==> src/design/i32av_pkg.sv <==
// Shared types, codes and constants for the int32 argument validator.
// Used by every module of the block; depends on nothing.
package i32av_pkg;

   // Store size default and fixed argument rules
   localparam int DEF_MAX_VALUES = 256;
   localparam int MAX_CHARS      = 11;
   localparam logic [3:0] POS_SATURATE = 4'd12;

   // Magnitude limits
   localparam logic [35:0] MAG_CEILING  = 36'd2147483648;
   localparam logic [31:0] LIMIT_POS    = 32'd2147483647;
   localparam logic [31:0] LIMIT_NEG    = 32'd2147483648;

   // Character codes
   localparam logic [7:0] CHAR_MINUS = 8'h2D;
   localparam logic [7:0] CHAR_ZERO  = 8'h30;
   localparam logic [7:0] CHAR_NINE  = 8'h39;

   // Request operation codes
   localparam logic [1:0] OP_CHAR     = 2'd0;
   localparam logic [1:0] OP_END_ARG  = 2'd1;
   localparam logic [1:0] OP_END_LIST = 2'd2;

   // Verdict kinds
   localparam logic KIND_ARG  = 1'b0;
   localparam logic KIND_LIST = 1'b1;

   // Command queue between front and back
   localparam int QUEUE_DEPTH = 2;
   localparam int QUEUE_AW    = $clog2(QUEUE_DEPTH);

   typedef enum logic [2:0] {
      ST_OK        = 3'd0,
      ST_MALFORMED = 3'd1,
      ST_RANGE     = 3'd2,
      ST_DUP       = 3'd3,
      ST_FULL      = 3'd4
   } status_type;

   typedef enum logic [1:0] {
      B_IDLE,
      B_SCAN,
      B_FIN
   } back_state_type;

   typedef struct packed {
      logic [1:0] operation;
      logic [7:0] character;
   } req_type;

   typedef struct packed {
      logic               verdict_kind;
      logic signed [31:0] parsed_value;
      logic [2:0]         arg_status;
      logic               list_ok;
      logic [8:0]         value_count;
   } rsp_type;

   // Classified command handed from front to back
   typedef struct packed {
      logic        kind;
      status_type  status;
      logic [31:0] value;
   } cmd_type;

endpackage

==> src/design/i32av_front.sv <==
// Front part: accepts requests, parses argument text, classifies each argument.
// Depends on i32av_pkg; feeds classified commands to the command queue.
module i32av_front (
   input  logic                clock,
   input  logic                reset,
   input  logic                req_valid,
   output logic                req_ready,
   input  i32av_pkg::req_type  req_data,
   output logic                cmd_valid,
   input  logic                cmd_ready,
   output i32av_pkg::cmd_type  cmd_data
);

   logic [31:0] mag_ff, mag_in;
   logic        ovf_ff, ovf_in;
   logic        neg_ff, neg_in;
   logic [3:0]  pos_ff, pos_in;
   logic        fzero_ff, fzero_in;
   logic        bad_ff, bad_in;

   logic        take;
   logic        is_digit;
   logic [3:0]  digit;
   logic [35:0] mag_next;
   logic        malformed;
   logic        out_range;
   logic [31:0] limit;

   assign req_ready = cmd_ready;
   assign take      = req_valid && req_ready;

   // Decode the character and build the next magnitude
   assign is_digit = (req_data.character >= i32av_pkg::CHAR_ZERO) &&
                     (req_data.character <= i32av_pkg::CHAR_NINE);
   assign digit    = 4'(req_data.character - i32av_pkg::CHAR_ZERO);
   assign mag_next = ({4'b0, mag_ff} << 3) + ({4'b0, mag_ff} << 1) + 36'(digit);

   // Classify the argument collected so far
   assign limit     = neg_ff ? i32av_pkg::LIMIT_NEG : i32av_pkg::LIMIT_POS;
   assign malformed = (pos_ff == 4'd0) || (pos_ff > 4'(i32av_pkg::MAX_CHARS)) || bad_ff ||
                      (neg_ff && (pos_ff == 4'd1)) ||
                      (fzero_ff && (neg_ff || (pos_ff > 4'd1)));
   assign out_range = ovf_ff || (mag_ff > limit);

   // Form the command for end of argument or end of list
   always_comb begin
      cmd_valid     = req_valid && ((req_data.operation == i32av_pkg::OP_END_ARG) ||
                                    (req_data.operation == i32av_pkg::OP_END_LIST));
      cmd_data.kind = (req_data.operation == i32av_pkg::OP_END_LIST) ?
                      i32av_pkg::KIND_LIST : i32av_pkg::KIND_ARG;
      if (req_data.operation == i32av_pkg::OP_END_LIST) begin
         cmd_data.status = i32av_pkg::ST_OK;
      end else if (malformed) begin
         cmd_data.status = i32av_pkg::ST_MALFORMED;
      end else if (out_range) begin
         cmd_data.status = i32av_pkg::ST_RANGE;
      end else begin
         cmd_data.status = i32av_pkg::ST_OK;
      end
      cmd_data.value = neg_ff ? (32'd0 - mag_ff) : mag_ff;
   end

   // Advance the parse state
   always_comb begin
      mag_in   = mag_ff;
      ovf_in   = ovf_ff;
      neg_in   = neg_ff;
      pos_in   = pos_ff;
      fzero_in = fzero_ff;
      bad_in   = bad_ff;
      if (take) begin
         case (req_data.operation)
            i32av_pkg::OP_CHAR: begin
               if (pos_ff < i32av_pkg::POS_SATURATE) begin
                  pos_in = pos_ff + 4'd1;
               end
               if ((pos_ff == 4'd0) && (req_data.character == i32av_pkg::CHAR_MINUS)) begin
                  neg_in = 1'b1;
               end else if (!is_digit) begin
                  bad_in = 1'b1;
               end else begin
                  if ((req_data.character == i32av_pkg::CHAR_ZERO) &&
                      (((pos_ff == 4'd0) && !neg_ff) || ((pos_ff == 4'd1) && neg_ff))) begin
                     fzero_in = 1'b1;
                  end
                  if (!ovf_ff) begin
                     if (mag_next > i32av_pkg::MAG_CEILING) begin
                        ovf_in = 1'b1;
                     end else begin
                        mag_in = mag_next[31:0];
                     end
                  end
               end
            end
            i32av_pkg::OP_END_ARG, i32av_pkg::OP_END_LIST: begin
               mag_in   = 32'd0;
               ovf_in   = 1'b0;
               neg_in   = 1'b0;
               pos_in   = 4'd0;
               fzero_in = 1'b0;
               bad_in   = 1'b0;
            end
            default: begin
            end
         endcase
      end
   end

   always_ff @(posedge clock) begin
      if (reset) begin
         mag_ff   <= 32'd0;
         ovf_ff   <= 1'b0;
         neg_ff   <= 1'b0;
         pos_ff   <= 4'd0;
         fzero_ff <= 1'b0;
         bad_ff   <= 1'b0;
      end else begin
         mag_ff   <= mag_in;
         ovf_ff   <= ovf_in;
         neg_ff   <= neg_in;
         pos_ff   <= pos_in;
         fzero_ff <= fzero_in;
         bad_ff   <= bad_in;
      end
   end

endmodule

==> config.mk <==
export PLATFORM = sky130hd
export DESIGN_NAME = i32av_front
export DESIGN_NICKNAME = d
export VERILOG_FILES = /design/src/design/i32av_pkg.sv /design/src/design/i32av_front.sv
export SDC_FILE = /design/constraint.sdc
export NUM_CORES = 1
export LEC_CHECK = 0
export BUFFER_PORTS_ARGS = -buffer_cell sky130_fd_sc_hd__clkbuf_2
export CORE_MARGIN = 2
export CORE_UTILIZATION = 45
export DETAILED_ROUTE_END_ITERATION = 16
export PLACE_DENSITY = 0.63
export RECOVER_POWER = 25
export REMOVE_ABC_BUFFERS = 1
export SKIP_CTS_REPAIR_TIMING = 1
export SLEW_MARGIN = 5
export SYNTH_ARGS = -nofsm -noshare
export SYNTH_HDL_FRONTEND = slang
export SYNTH_SLANG_ARGS = --single-unit
==> constraint.sdc <==
create_clock -name clock -period 9.6 [get_ports clock]
set_input_delay 0.48 -clock clock [delete_from_list [all_inputs] [get_ports clock]]
set_output_delay 0.48 -clock clock [all_outputs]
set_load 0.005 [all_outputs]
# --- After elaboration in Yosys (flattened, before gate mapping) ---
# Index checks and enable logic that the tools add are counted.
classes:
  n_addsub: 5
  magnitude_cmp: 7
  n_eq_ne: 13
  muxes: 27
  n_reduce_logical: 27
ops:
  columns: ["cell", "count"]
  rows:
  - ["2-to-1 mux 32 bit", 6]
  - ["case mux 32 bit (2 select lines)", 1]
  - ["adder 35 x 33 -> 36 bit", 1]
  - ["adder 36 x 4 -> 36 bit", 1]
  - ["greater-than comparator 36 x 32 -> 1 bit (second input constant)", 1]
  - ["greater-than comparator 32 bit", 1]
  - ["subtractor 1 x 32 -> 32 bit (first input constant)", 1]
  - ["== test 8 x 6 -> 1 bit (second input constant)", 2]
  - ["!= test 2 bit (second input constant)", 8]
  - ["2-to-1 mux 1 bit", 11]
  - [">= comparator 8 x 6 -> 1 bit (second input constant)", 1]
  - ["less-or-equal comparator 8 x 6 -> 1 bit (second input constant)", 1]
  - ["logical AND 1 bit", 8]
  - ["logical OR 1 bit", 8]
  - ["case mux 1 bit (2 select lines)", 4]
  - ["case mux 4 bit (2 select lines)", 1]
  - ["AND reduction 4 bit", 2]
  - ["AND reduction 3 bit", 2]
  - ["AND reduction 6 bit", 1]
  - ["AND reduction 5 bit", 1]
  - ["adder 4 x 1 -> 4 bit (second input constant)", 1]
  - ["== test 4 x 1 -> 1 bit (second input constant)", 1]
  - ["greater-than comparator 4 x 1 -> 1 bit (second input constant)", 1]
  - ["greater-than comparator 4 bit (second input constant)", 1]
  - ["12 further kinds", 13]
totals:
  in_bits: 14
  ff_bits: 40
  out_inout_bits: 38
  word_cells: 85

# --- Logic depth before layout (Yosys ltp) ---
depth:
  depth_word: 8
  mapped_depth: 15
  mapped_depth_nobuf: 14

# --- Least setup slack after synthesis ---
# OpenSTA, ideal clock, no wires.
synth_timing:
  kind: "input-to-reg"
  start: "in req_data[3] in the netlist's numbering"
  end: "reg mag_ff[10]"
  arrival_time_ns: 3.979
  n_path_buf: 1
  cell_stages: 15
  slack_ns: 5.549
  t_required_ns: 9.528
  cell_sequence: "inv_1 -> fa_1 -> inv_1 -> ha_1 -> a21o_1 -> nand4_1 -> a211oi_1 -> nor2_1 -> o41ai_2 -> xor2_1 -> a2111oi_4 -> nand4b_4 -> a211oi_4 -> buf_8 -> mux2i_1"
synth_between:
  elab_chain_cells: 7
synth_lines:
  columns: ["element", "line", "source"]
  rows:
  - ["from (decl)", "i32av_front.sv:8", "input i32av_pkg::req_type req_data,"]
  - ["branches (longest 7 deep; another with adder 36 x 4 -> 36 bit)", null, null]
  - ["to (signal assigned)", "i32av_front.sv:118", "mag_ff <= mag_in;"]
  - ["to (decl)", "i32av_front.sv:14", "logic [31:0] mag_ff, mag_in;"]
# Several ways; the timed one is not identified. The select of a mux whose other input is x is not followed.
# A chain may end at the register's enable or synchronous reset.

==> summary.txt <==
Cells and area
  • Synth-to-Final Area Change: 8.89%
  • Antenna cells: 0
  • Final Cell Area: 6190 um^2
  • Layout cells sized above 1: 0.0983
  • Layout fillers: 1267
  • Post-layout nets: just under 900

Clocking
  • H-tree levels: 2
  • Clock latency on the worst-skew pair: about 0.28 ns
  • Sink Count: 40
  • CTS root buffer: clkbuf_16
  • CTS Buf Count: 5
  • Clk slew on worst S/H paths: ~0.060 ns
  • Clock Path Buffers: 2
  • TritonCTS clock tree: built

Synthesis
  • Synth warn: 0
  • Post-synthesis simple-gate area fraction: 0.235
  • Register area share after synthesis: 0.141
  • Post-synthesis xor/xnor area fraction: 0.0862
  • Largest family of logic cells by synthesized area: simple AND/OR/NAND/NOR gates
  • Synth Area in Compound Gates: 0.219
  • Synth Flop Type: dfxtp_1
  • Distinct cells, synth: 78
  • Mux contribution to synthesized area: 0.0546
  • Largest cells by area after synthesis: ha_1 22%, dfxtp_1 14%, nand2_1 7.1%
  • Post-synthesis cell area: ~5700 um^2
  • Synth Area in Adders: 0.229
  • Avg Cell Area, Syn: ~8 um^2
  • Share of the synthesized area in the top cell type: 0.222
  • Synth async-reset ratio: 0
  • Flops & latches, synth: 40
  • Synthesized instance count: 722
  • Area leader, netlist: ha_1
  • Number of synthesized flops with an enable pin: 0

Placement
  • Post-DP HPWL: 12900 um
  • Worst slack, placed: between 4 and 5 ns
  • RD Place Congestion: between 0.9 and 1
  • Post-DP Area: 6060 um^2
  • IO Port Bufs: 50

Timing
  • Clk_skew: between 0.005 and 0.006 ns
  • RSZ-0062 raised after global routing: false
  • Min Clock Period, post-route: around 5.5 ns
  • Worst slew margin: -0.830
  • WHS: around 0.48 ns
  • Final TNS setup: 0 ns
  • Fin. Hold Viols: 0
  • Post-route worst setup slack: 4.10 ns
  • Slew @ Worst Pin: between 2 and 3 ns
  • Final period utilization: 0.572
  • Maximum operating frequency: 0.182 GHz
  • # setup viols final: 0
  • Fin. max-slew vios: between 60 and 70

Status
  • Status: complete, but fails checks
  • Failing checks: capacitance limit, slew limit

Detailed routing
  • Vias post-DR: 5416
  • Final wirelength: ~16000 um
  • Post-route ant nets: 0
  • WL/cell: about 17 um
  • Residual DRC: 0
  • Iter 0 DRT Violations: about 340
  • Drt via density: just under 6
  • DRT Pass-1 Iters: 5

Global routing
  • Largest net degree at the start of global routing: 63
  • First-pass GRT wire length: 26300 um
  • Congestion Overflow GR: 0
  • Vias in the first global route: between 5000 and 6000
  • GRT Resource Usage Total: 0.242
  • Number of antenna violations at the first check in global routing: 0

Pwr
  • Worst IR drop on VDD: around 53 uV
  • Total power: approximately 380 uW
  • Leak: between 2 and 3 nW
  • Cell Pwr Density: approximately 62 nW/um^2

Critical path
  • Crit path DAT: about 5 ns
  • Kind of critical path: reg -> out
  • CP Launch Type: flip-flop
  • R2R setup slack: 4.78 ns
  • Critical Path RT: approximately 9.1 ns
  • CP endpoint kind: primary output
  • Crit-path max FO: 62

Die
  • Total core area: approximately 12000 um^2
  • I/O pin count: 52
  • Die Span Y: approximately 120 um
  • Cell Rows: 41
  • Chip width: around 120 um
  • Initial core utilization: 0.456
  • Die area: approximately 14000 um^2

Flow run
  • Max-cap check violation count: 1

Worst hold path
  • Tightest Hold Check Type: in -> reg
[registers in the layout, indices dropped and copies added (netlist names)]
signal / count
fzero_ff: 1
bad_ff: 1
neg_ff: 1
pos_ff: 4
mag_ff: 32
ovf_ff: 1
[path summary, 6_finish.rpt]
path | cells after the start | to | startpoint
worst max-delay path | 14 | cmd_data[33] | neg_ff
worst min-delay path | 3 | mag_ff[0] | req_data[0]
worst max register to register | 15 | mag_ff[12] | mag_ff[0]
worst min register to register | 2 | fzero_ff | fzero_ff
[cell usage in the layout, fill, tap and decap left out, types with 5 or more instances in the layout]
master and count:
o21a_1 10, clkbuf_16 5, a31oi_1 5, nand4_1 15
inv_1 19, mux2i_1 31, xor2_1 17, nor2b_1 9
dfxtp_1 40, o21ai_0 36, nor3_1 12, clkbuf_1 12
a21o_1 13, clkbuf_2 39, and3_1 6, o31ai_1 10
nor2_1 54, a211oi_1 6, nand2_1 108, a21oi_1 55
nand3_1 13, ha_1 101, or3_1 13, xnor2_1 39
a21oi_2 6, nand2b_1 6, or4_1 6
[power breakdown]
part	switching [mW]	internal, mW
clock	0.0681	0.103
sequential	0.00134	0.167
combinational	0.0288	0.0155
[critical path, stage by stage, from the launching register on]
cell and delay (ns):
dfxtp_1 0.30, clkbuf_1 1.94, inv_1 0.70, ha_1 0.44
nor2b_1 0.11, o21a_1 0.12, o21a_1 0.10, o21a_1 0.10
o21a_1 0.11, o21a_1 0.11, o211ai_1 0.11, a21oi_1 0.19
o21ai_0 0.10, a21oi_1 0.15, clkbuf_2 0.14
[cell type report]
| class | instances | area (um^2) | share of cell area |
|---|---|---|---|
| Clock buffer | 6 | 139 | 0.0224 |
| Inverter | 19 | 71.3 | 0.0115 |
| Tap cell | 172 | 215 | 0.0348 |
| Multi-Input combinational cell | 642 | 4690 | 0.758 |
| Sequential cell | 40 | 801 | 0.129 |
| Clock inverter | 2 | 10.0 | 0.00162 |
| Timing Repair Buffer | 54 | 263 | 0.0424 |
[metal layers]
| layer | global-route usage | vias to the layer above | share of wire |
|---|---|---|---|
| met1 | 0.340 | 2544 | 0.48 |
| met5 | 0 | - | 0 |
| li1 | - | 2744 | - |
| met4 | 0.0484 | 0 | 0.011 |
| met3 | 0.0280 | 14 | 0.039 |
| met2 | 0.402 | 114 | 0.47 |
[logic make-up after synthesis]
family,after synthesis
simple gates,269
buf+inv,40
flops,40
xor+xnor,56
fa+ha+maj,103
mux,31
compound gates,182
other cells,1
[synthesized netlist by cell type, types with 4 or more instances]
master	instances
a211oi_1	6
a21o_1	13
a21oi_1	56
a21oi_2	5
a31oi_1	5
and3_1	6
clkbuf_1	13
dfxtp_1	40
ha_1	101
inv_1	19
mux2i_1	31
nand2_1	108
nand2b_1	6
nand3_1	13
nand4_1	15
nor2_1	54
nor2b_1	9
nor3_1	12
nor4_1	4
o211ai_1	4
o21a_1	10
o21ai_0	36
o31ai_1	10
or3_1	13
or4_1	6
xnor2_1	39
xor2_1	17
[through the flow]
stage / util / std cells
2_1_floorplan: - / 701
6_report: 0.497 / 935
3_3_place_gp: 0.486 / 927
4_1_cts: 0.498 / 935
5_1_grt: 0.497 / 935
3_5_place_dp: 0.486 / 927
Note: power is estimated with default switching activity, not from simulation.
