==> config.mk <==
export PLATFORM = sky130hd
export DESIGN_NAME = i32av_queue
export DESIGN_NICKNAME = d
export VERILOG_FILES = /design/src/design/i32av_pkg.sv /design/src/design/i32av_queue.sv
export SDC_FILE = /design/constraint.sdc
export NUM_CORES = 1
export LEC_CHECK = 0
export ABC_AREA = 1
export BUFFER_PORTS_ARGS = -buffer_cell sky130_fd_sc_hd__buf_2
export CAP_MARGIN = 25
export CORE_MARGIN = 2
export CORE_UTILIZATION = 52
export DETAILED_ROUTE_END_ITERATION = 16
export PLACE_DENSITY = 0.86
export SLEW_MARGIN = 20
export SYNTH_ARGS = -nofsm -noshare
export SYNTH_HDL_FRONTEND = slang
export SYNTH_SLANG_ARGS = --single-unit
==> constraint.sdc <==
create_clock -name clock -period 3 [get_ports clock]
set_input_delay 0.3 -clock clock [delete_from_list [all_inputs] [get_ports clock]]
set_output_delay 0.3 -clock clock [all_outputs]
set_load 0.02 [all_outputs]
==> src/design/i32av_pkg.sv <==
// Shared types, codes and constants for the int32 argument validator.
// Used by every module of the block; depends on nothing.
package i32av_pkg;

   // Store size default and fixed argument rules
   localparam int DEF_MAX_VALUES = 256;
   localparam int MAX_CHARS      = 11;
   localparam logic [3:0] POS_SATURATE = 4'd12;

   // Magnitude limits
   localparam logic [35:0] MAG_CEILING  = 36'd2147483648;
   localparam logic [31:0] LIMIT_POS    = 32'd2147483647;
   localparam logic [31:0] LIMIT_NEG    = 32'd2147483648;

   // Character codes
   localparam logic [7:0] CHAR_MINUS = 8'h2D;
   localparam logic [7:0] CHAR_ZERO  = 8'h30;
   localparam logic [7:0] CHAR_NINE  = 8'h39;

   // Request operation codes
   localparam logic [1:0] OP_CHAR     = 2'd0;
   localparam logic [1:0] OP_END_ARG  = 2'd1;
   localparam logic [1:0] OP_END_LIST = 2'd2;

   // Verdict kinds
   localparam logic KIND_ARG  = 1'b0;
   localparam logic KIND_LIST = 1'b1;

   // Command queue between front and back
   localparam int QUEUE_DEPTH = 2;
   localparam int QUEUE_AW    = $clog2(QUEUE_DEPTH);

   typedef enum logic [2:0] {
      ST_OK        = 3'd0,
      ST_MALFORMED = 3'd1,
      ST_RANGE     = 3'd2,
      ST_DUP       = 3'd3,
      ST_FULL      = 3'd4
   } status_type;

   typedef enum logic [1:0] {
      B_IDLE,
      B_SCAN,
      B_FIN
   } back_state_type;

   typedef struct packed {
      logic [1:0] operation;
      logic [7:0] character;
   } req_type;

   typedef struct packed {
      logic               verdict_kind;
      logic signed [31:0] parsed_value;
      logic [2:0]         arg_status;
      logic               list_ok;
      logic [8:0]         value_count;
   } rsp_type;

   // Classified command handed from front to back
   typedef struct packed {
      logic        kind;
      status_type  status;
      logic [31:0] value;
   } cmd_type;

endpackage

==> src/design/i32av_queue.sv <==
// Short command queue that decouples the parsing front from the store back.
// Depends on i32av_pkg for the command type and depth.
module i32av_queue (
   input  logic                clock,
   input  logic                reset,
   input  logic                push_valid,
   output logic                push_ready,
   input  i32av_pkg::cmd_type  push_data,
   output logic                pop_valid,
   input  logic                pop_ready,
   output i32av_pkg::cmd_type  pop_data
);

   localparam int AW = i32av_pkg::QUEUE_AW;
   localparam int CW = $clog2(i32av_pkg::QUEUE_DEPTH + 1);

   i32av_pkg::cmd_type entry_ff [i32av_pkg::QUEUE_DEPTH];
   logic [AW-1:0] wr_ff, wr_in;
   logic [AW-1:0] rd_ff, rd_in;
   logic [CW-1:0] fill_ff, fill_in;
   logic          do_push, do_pop;

   assign push_ready = (fill_ff != CW'(i32av_pkg::QUEUE_DEPTH));
   assign pop_valid  = (fill_ff != '0);
   assign pop_data   = entry_ff[rd_ff];
   assign do_push    = push_valid && push_ready;
   assign do_pop     = pop_valid && pop_ready;

   // Advance pointers and fill level
   always_comb begin
      wr_in   = wr_ff;
      rd_in   = rd_ff;
      fill_in = fill_ff;
      if (do_push) begin
         wr_in = (wr_ff == AW'(i32av_pkg::QUEUE_DEPTH - 1)) ? '0 : wr_ff + 1'b1;
      end
      if (do_pop) begin
         rd_in = (rd_ff == AW'(i32av_pkg::QUEUE_DEPTH - 1)) ? '0 : rd_ff + 1'b1;
      end
      if (do_push && !do_pop) begin
         fill_in = fill_ff + 1'b1;
      end else if (do_pop && !do_push) begin
         fill_in = fill_ff - 1'b1;
      end
   end

   always_ff @(posedge clock) begin
      if (reset) begin
         wr_ff   <= '0;
         rd_ff   <= '0;
         fill_ff <= '0;
      end else begin
         wr_ff   <= wr_in;
         rd_ff   <= rd_in;
         fill_ff <= fill_in;
      end
   end

   // Hold entries
   always_ff @(posedge clock) begin
      if (do_push) begin
         entry_ff[wr_ff] <= push_data;
      end
   end

endmodule

Word-level counts from Yosys, hierarchy flattened
Memories as Yosys holds them, arrays and structs flattened. A register that Yosys moved wholly into a read port is not among the register bits.
Cells that the tools add are included.
{"block": "word_totals", "in_bits": 40, "ramBits": 72, "wordCells": 25, "out_inout_bits": 38, "n_memories": 1, "register_bits": 4}
{"name": "entry_ff", "words": 2, "width": 36, "read_ports": 1, "rd_ports_with_merged_regs": 1, "wr": 1, "line_no": "i32av_queue.sv:17", "rtl": "i32av_pkg::cmd_type entry_ff [i32av_pkg::QUEUE_DEPTH];"}
{"block": "classes", "reduce_logical": 8, "eq_ne": 1, "add_sub_neg": 4, "mux": 8}
{"operator": "1-bit two-way mux", "count": 6}
{"operator": "1-bit logical AND", "count": 4}
{"operator": "2-bit two-way mux", "count": 2}
{"operator": "2-bit nonzero test", "count": 2}
{"operator": "1-bit adder, second input constant", "count": 2}
{"operator": "2-bit by 1-bit adder with 2-bit output, second input constant", "count": 1}
{"operator": "1-bit logical NOT", "count": 2}
{"operator": "2-bit != test, second input constant", "count": 1}
{"operator": "2-bit by 1-bit subtractor with 2-bit output, second input constant", "count": 1}

Longest topological paths before layout
Gate-level depths: netlist of the first run.
{"block": "depth", "depth_word": 6, "ltp_mapped": 11, "depth_no_buf": 11}

Least setup slack after synthesis of the first run
No wires, ideal clock.
{"block": "synth_timing", "path_kind": "register to register", "start": "reg fill_ff[0]", "end": "mem entry_ff[0][0] (netlist bit), enable pin", "arrival_time_ns": 2.220, "setup_slack_ns": 0.351, "path_buffers": 0, "path_stages_with_launch": 5, "setup_time_ns": 0.429, "synth_period_minus_slack_ns": 2.649, "t_required_ns": 2.571, "path_cell_list": "dfxtp_1 inv_1 nand2_1 nand2_1 nor2_1"}
{"block": "synth_via", "elab_chain_cells": 4}
{"item": "start, declared", "line_no": "i32av_queue.sv:20", "rtl": "logic [CW-1:0] fill_ff, fill_in;"}
{"item": "start signal, assigned", "line_no": "i32av_queue.sv:55", "rtl": "fill_ff <= fill_in;"}
{"item": "2-bit != test", "line_no": "i32av_queue.sv:23", "rtl": "assign push_ready = (fill_ff != CW'(i32av_pkg::QUEUE_DEPTH));"}
{"item": "via push_ready", "line_no": "i32av_queue.sv:7", "rtl": "output logic push_ready,"}
{"item": "1-bit logical AND", "line_no": "i32av_queue.sv:26", "rtl": "assign do_push = push_valid && push_ready;"}
{"item": "1-bit two-way mux", "line_no": "i32av_queue.sv:61", "rtl": "if (do_push) begin"}
{"item": "1-bit two-way mux (implied by the code)", "line_no": "i32av_queue.sv:62", "rtl": "entry_ff[wr_ff] <= push_data;"}
{"item": "end, declared", "line_no": "i32av_queue.sv:17"}
The timed path passes the listed nets, and every way through them passes these cells.

==> flow_metrics.env, run 1 <==
export IMPL_postRouteAntennaNets=0
export IMPL_p_per_area_nw_per_um2=854
export IMPL_finalCriticalPeriod_ns=2.19
export IMPL_peakVddDrop_uv=540
export IMPL_p_leak_nw=1.47
export IMPL_first_global_vias=1558
export IMPL_viasPerCell=4.90
export IMPL_grt_pass1_wl_um=7230
export IMPL_ys_ff_latch=77
export IMPL_cts_root_buffer="clkbuf_8"
export IMPL_grt_use_total=0.160
export IMPL_die_area_um2=6370
export IMPL_cts_resized=0
export IMPL_p_comb_frac=0.279
export IMPL_route_vias_total=1539
export IMPL_p_int_mw=2.22
export IMPL_cts_tree="built"
export IMPL_drt_pass1_iterations=4
export IMPL_p_switching_mw=0.916
export IMPL_p_clk_frac=0.261
export IMPL_diodes=0
export IMPL_cts_buffers=9
export IMPL_avgSynthCellArea_um2=20.1
export IMPL_hold_class="input pin to flop"
export IMPL_end_kind="output pin"
export IMPL_fin_nets=278
export IMPL_core_area_um2=5540
export IMPL_synthCells=149
export IMPL_tns_ns=0
export IMPL_setup_viol=0
export IMPL_gp_congestion=0.726
export IMPL_post_cts_setup_buffers=0
export IMPL_p_sw_frac=0.293
export IMPL_rsz0062_at_grt="no"
export IMPL_clkSinkCount=77
export IMPL_finalWorstSetupSlack_ns=0.807
export IMPL_antenna_found_initial=0
export IMPL_critPathMaxFanout=22
export IMPL_die_h_um=79.8
export IMPL_area_growth_pct=22.7
export IMPL_clock_latency_ns=0.34
export IMPL_tightest_slew_ns=0.642
export IMPL_status="completed"
export IMPL_fin_skew_ns=0.00905
export IMPL_cts_hold_buf=0
export IMPL_final_hold_violation_count=0
export IMPL_pin_count=78
export IMPL_crit_arrival_ns=1.89
export IMPL_start_util=0.540
export IMPL_clk_path_buf_depth=2
export IMPL_dp_cells=297
export IMPL_critical_path_class="flop to output pin"
export IMPL_slew_headroom=0.572
export IMPL_syn_cell_area_um2=2990
export IMPL_start_kind="flop"
export IMPL_grt_max_degree=37
export IMPL_rows=27
export IMPL_fmax_mhz=456
export IMPL_ys_warn_count=0
export IMPL_place_ws_ns=1.14
export IMPL_slew_violations=0
export IMPL_final_cells=314
export IMPL_htreeDepth=3
export IMPL_totalWireLength_um=4890
export IMPL_gr_total_overflow=0
export IMPL_wl_per_cell_um=15.6
export IMPL_post_route_drc_count=0
export IMPL_dpl_instance_area_um2=3430
export IMPL_seqPwrFrac=0.461
export IMPL_dr_first_iter_drc_count=66
export IMPL_portBuffers=77
export IMPL_ys_seq_area_frac=0.756
export IMPL_final_core_util=0.662
export IMPL_design_area_um2=3670
export IMPL_required_ns=2.70
export IMPL_dp_hpwl_um=3470
export IMPL_drv_cap=0
export IMPL_final_period_utilization=0.731
export IMPL_drive_gt1_frac=0.558
export IMPL_die_width_um=79.8
export IMPL_synth_distinct_cells=14
export IMPL_clk_pin_slew_ns=0.08
export IMPL_synth_fp_nets=190
[layer usage]
metal,vias to the layer above,GRT usage,part of all wire
met5,-,0,0
met4,0,0.0915,0.015
met3,8,0.0441,0.080
met2,69,0.278,0.51
met1,725,0.176,0.39
li1,737,-,-
[state kept, by name (all words and copies together) (netlist names), named ones only]
register and count:
rd_ff 1, fill_ff 2, wr_ff 1, entry_ff 72
[cells in the final DEF (no fill, tap or decap), types with 3 or more instances in the layout]
cell,Yosys,final
buf_2,0,77
edfxtp_1,72,72
mux2_4,30,30
nand2_1,9,9
clkbuf_8,0,9
inv_1,8,8
mux2_2,6,6
nor2_1,7,5
dfxtp_1,5,4
clkinvlp_4,0,3
buf_4,0,3
[cells by family after synthesis]
logic type	after synthesis	share of synthesized area
simple gates	19	0.0255
mux	36	0.173
compound gates	4	0.00669
buf+inv	12	0.0339
flops	77	0.756
fa+ha+maj	1	0.00418
[per-stage QoR]
| step | hold WS [ns] | power (mW) |
|---|---|---|
| floorplan | 0.399 | 2.12 |
| global placement | 0.482 | 2.30 |
| detailed placement | 0.487 | 2.34 |
| CTS | 0.130 | 3.15 |
| global route | 0.130 | 3.27 |
| finish | 0.147 | 3.13 |
[critical path: stages (launching register included)]
cell and delay [ns]:
dfxtp_2 0.74, buf_4 0.33, mux2_4 0.32, buf_2 0.16
[power by group through the flow]
stage	clock, mW	sequential (mW)	combinational [mW]
after global placement	0	1.46	0.843
final	0.816	1.44	0.872
after floorplan	0	1.42	0.701
after global routing	0.877	1.46	0.939
after detailed placement	0	1.47	0.865
after CTS	0.834	1.45	0.868
[cells in the mapped netlist]
cell	instances	area [um2]
a21oi_1	2	10.0
buf_12	3	60.1
buf_6	1	11.3
dfxtp_1	5	100
edfxtp_1	72	2160
ha_1	1	12.5
inv_1	8	30.0
mux2_2	6	67.6
mux2_4	30	450
nand2_1	9	33.8
nand3_1	2	10.0
nand4_1	1	6.26
nor2_1	7	26.3
o21ai_0	2	10.0
[final cells by class]
class | count | area [um2]
Tap cell | 72 | 90.1
Multi-Input combinational cell | 60 | 642
Inverter | 8 | 30.0
Fill cell | 411 | 1870
Clock buffer | 10 | 128
Timing Repair Buffer | 81 | 428
Sequential cell | 77 | 2260
Clock inverter | 6 | 87.6
[path summary, 6_finish.rpt]
| kind | startpoint | end | slack (ns) | cells after the start |
|---|---|---|---|---|
| min | push_data[2] | entry_ff[1][2] | 0.15 | 1 |
| max reg2reg | fill_ff[0] | entry_ff[1][9] | 1.17 | 5 |
| min reg2reg | rd_ff | flop | 0.52 | 2 |
| max | flop | pop_data[35] | 0.81 | 3 |
(Power assumes the default switching activity.)
==> run 2: changes to the inputs <==
==> constraint.sdc (replaced) <==
create_clock -name clock -period 2.25 [get_ports clock]
set_input_delay 0.225 -clock clock [delete_from_list [all_inputs] [get_ports clock]]
set_output_delay 0.225 -clock clock [all_outputs]
set_load 0.02 [all_outputs]
==> flow_metrics.env, run 2 (same netlist as run 1, synthesis figures left out) <==
export IMPL_hold_class="input pin to flop"
export IMPL_die_area_um2=6370
export IMPL_antenna_found_initial=0
export IMPL_drt_pass1_iterations=3
export IMPL_totalWireLength_um=4990
export IMPL_clkSinkCount=77
export IMPL_final_core_util=0.658
export IMPL_die_width_um=79.8
export IMPL_cts_resized=0
export IMPL_reg_top3="entry_ff x72, fill_ff x2"
export IMPL_drv_cap=0
export IMPL_fin_nets=280
export IMPL_grt_use_total=0.164
export IMPL_portBuffers=77
export IMPL_clk_path_buf_depth=2
export IMPL_critical_path_class="flop to output pin"
export IMPL_worst_r2r_setup_slack_ns=0.55
export IMPL_gr_total_overflow=0
export IMPL_r2r_start="fill_ff[0]"
export IMPL_fmax_mhz=548
export IMPL_drive_gt1_frac=0.561
export IMPL_viasPerCell=4.81
export IMPL_final_hold_violation_count=0
export IMPL_rr_worst_depth=5
export IMPL_wl_per_cell_um=15.8
export IMPL_place_ws_ns=0.542
export IMPL_post_cts_setup_buffers=0
export IMPL_dr_first_iter_drc_count=70
export IMPL_final_period_utilization=0.811
export IMPL_p_per_area_nw_per_um2=1120
export IMPL_holdPathEnd="entry_ff[0][3]"
export IMPL_fin_skew_ns=0.00822
export IMPL_end_kind="output pin"
export IMPL_tightest_slew_ns=0.448
export IMPL_pin_count=78
export IMPL_cts_tree="built"
export IMPL_core_area_um2=5540
export IMPL_power_mw=4.07
export IMPL_grt_max_degree=24
export IMPL_start_util=0.540
export IMPL_peakVddDrop_uv=825
export IMPL_die_h_um=79.8
export IMPL_htreeDepth=3
export IMPL_hold_depth=1
export IMPL_setup_viol=0
export IMPL_diodes=0
export IMPL_slew_violations=0
export IMPL_dp_hpwl_um=3520
export IMPL_slew_headroom=0.701
export IMPL_crit_arrival_ns=1.60
export IMPL_layout_commonest_cell="buf_2"
export IMPL_start_kind="flop"
export IMPL_layout_common_cells="buf_2 (77), edfxtp_1 (72), mux2_4 (30)"
export IMPL_timing_rr_end="entry_ff[0][33]"
export IMPL_cts_buffers=9
export IMPL_cts_hold_buf=0
export IMPL_clock_latency_ns=0.35
export IMPL_first_global_vias=1533
export IMPL_postRouteAntennaNets=0
export IMPL_route_vias_total=1520
export IMPL_area_growth_pct=22.0
export IMPL_rows=27
export IMPL_gp_congestion=0.763
export IMPL_clk_pin_slew_ns=0.08
export IMPL_rsz0062_at_grt="no"
export IMPL_largest_reg_flops=72
export IMPL_post_route_drc_count=0
export IMPL_grt_pass1_wl_um=7290
export IMPL_finalCriticalPeriod_ns=1.82
export IMPL_p_leak_nw=1.47
export IMPL_regMostFlops="entry_ff"
export IMPL_min_delay_start="push_data[3]"
export IMPL_status="completed"
export IMPL_required_ns=2.03
export IMPL_finalWorstSetupSlack_ns=0.425
export IMPL_critPathMaxFanout=23
export IMPL_cts_root_buffer="clkbuf_8"
-- run 2: critical path, cell delays in order (launching register included) --
cell,delay [ns]
dfxtp_2,0.34
buf_4,0.36
mux2_2,0.39
buf_2,0.16
-- run 2: per-layer routing --
metal / global-route usage / share of wire / vias up
met3: 0.0656 / 0.068 / 8
li1: - / - / 740
met5: 0 / 0 / -
met1: 0.180 / 0.40 / 716
met2: 0.280 / 0.52 / 56
met4: 0.0712 / 0.018 / 0
-- run 2: stage by stage --
stage	hold WS [ns]	area (um2)	TNS (ns)	std cells
CTS	0.0469	3650	0	316
floorplan	0.324	2990	-28.76	149
detailed placement	0.417	3460	0	300
global placement	0.414	3460	0	300
global route	0.0461	3650	0	316
finish	0.0577	3650	0	316
-- run 2: how the worst max path moves through the flow --
stage / end / depth (start not counted)
6_report: pop_data[16] / 3
4_1_cts: pop_data[16] / 3
2_1_floorplan: entry_ff[0][0] / 4
3_5_place_dp: entry_ff[0][33] / 5
3_3_place_gp: entry_ff[0][6] / 5
5_1_grt: pop_data[20] / 3
-- run 2: report_power, final --
part | total (mW) | leakage [nW] | switching, mW | internal (mW)
Combinational | 1.21 | 0.663 | 0.698 | 0.516
Clock | 0.982 | 0.0923 | 0.473 | 0.510
Sequential | 1.88 | 0.713 | 0.0636 | 1.81
-- run 2: layout make-up --
cell class / instances / area [um2]
Sequential cell: 77 / 2260
Fill cell: 402 / 1890
Multi-Input combinational cell: 60 / 642
Timing Repair Buffer: 83 / 430
Clock buffer: 10 / 128
Tap cell: 72 / 90.1
Clock inverter: 6 / 63.8
Inverter: 8 / 30.0
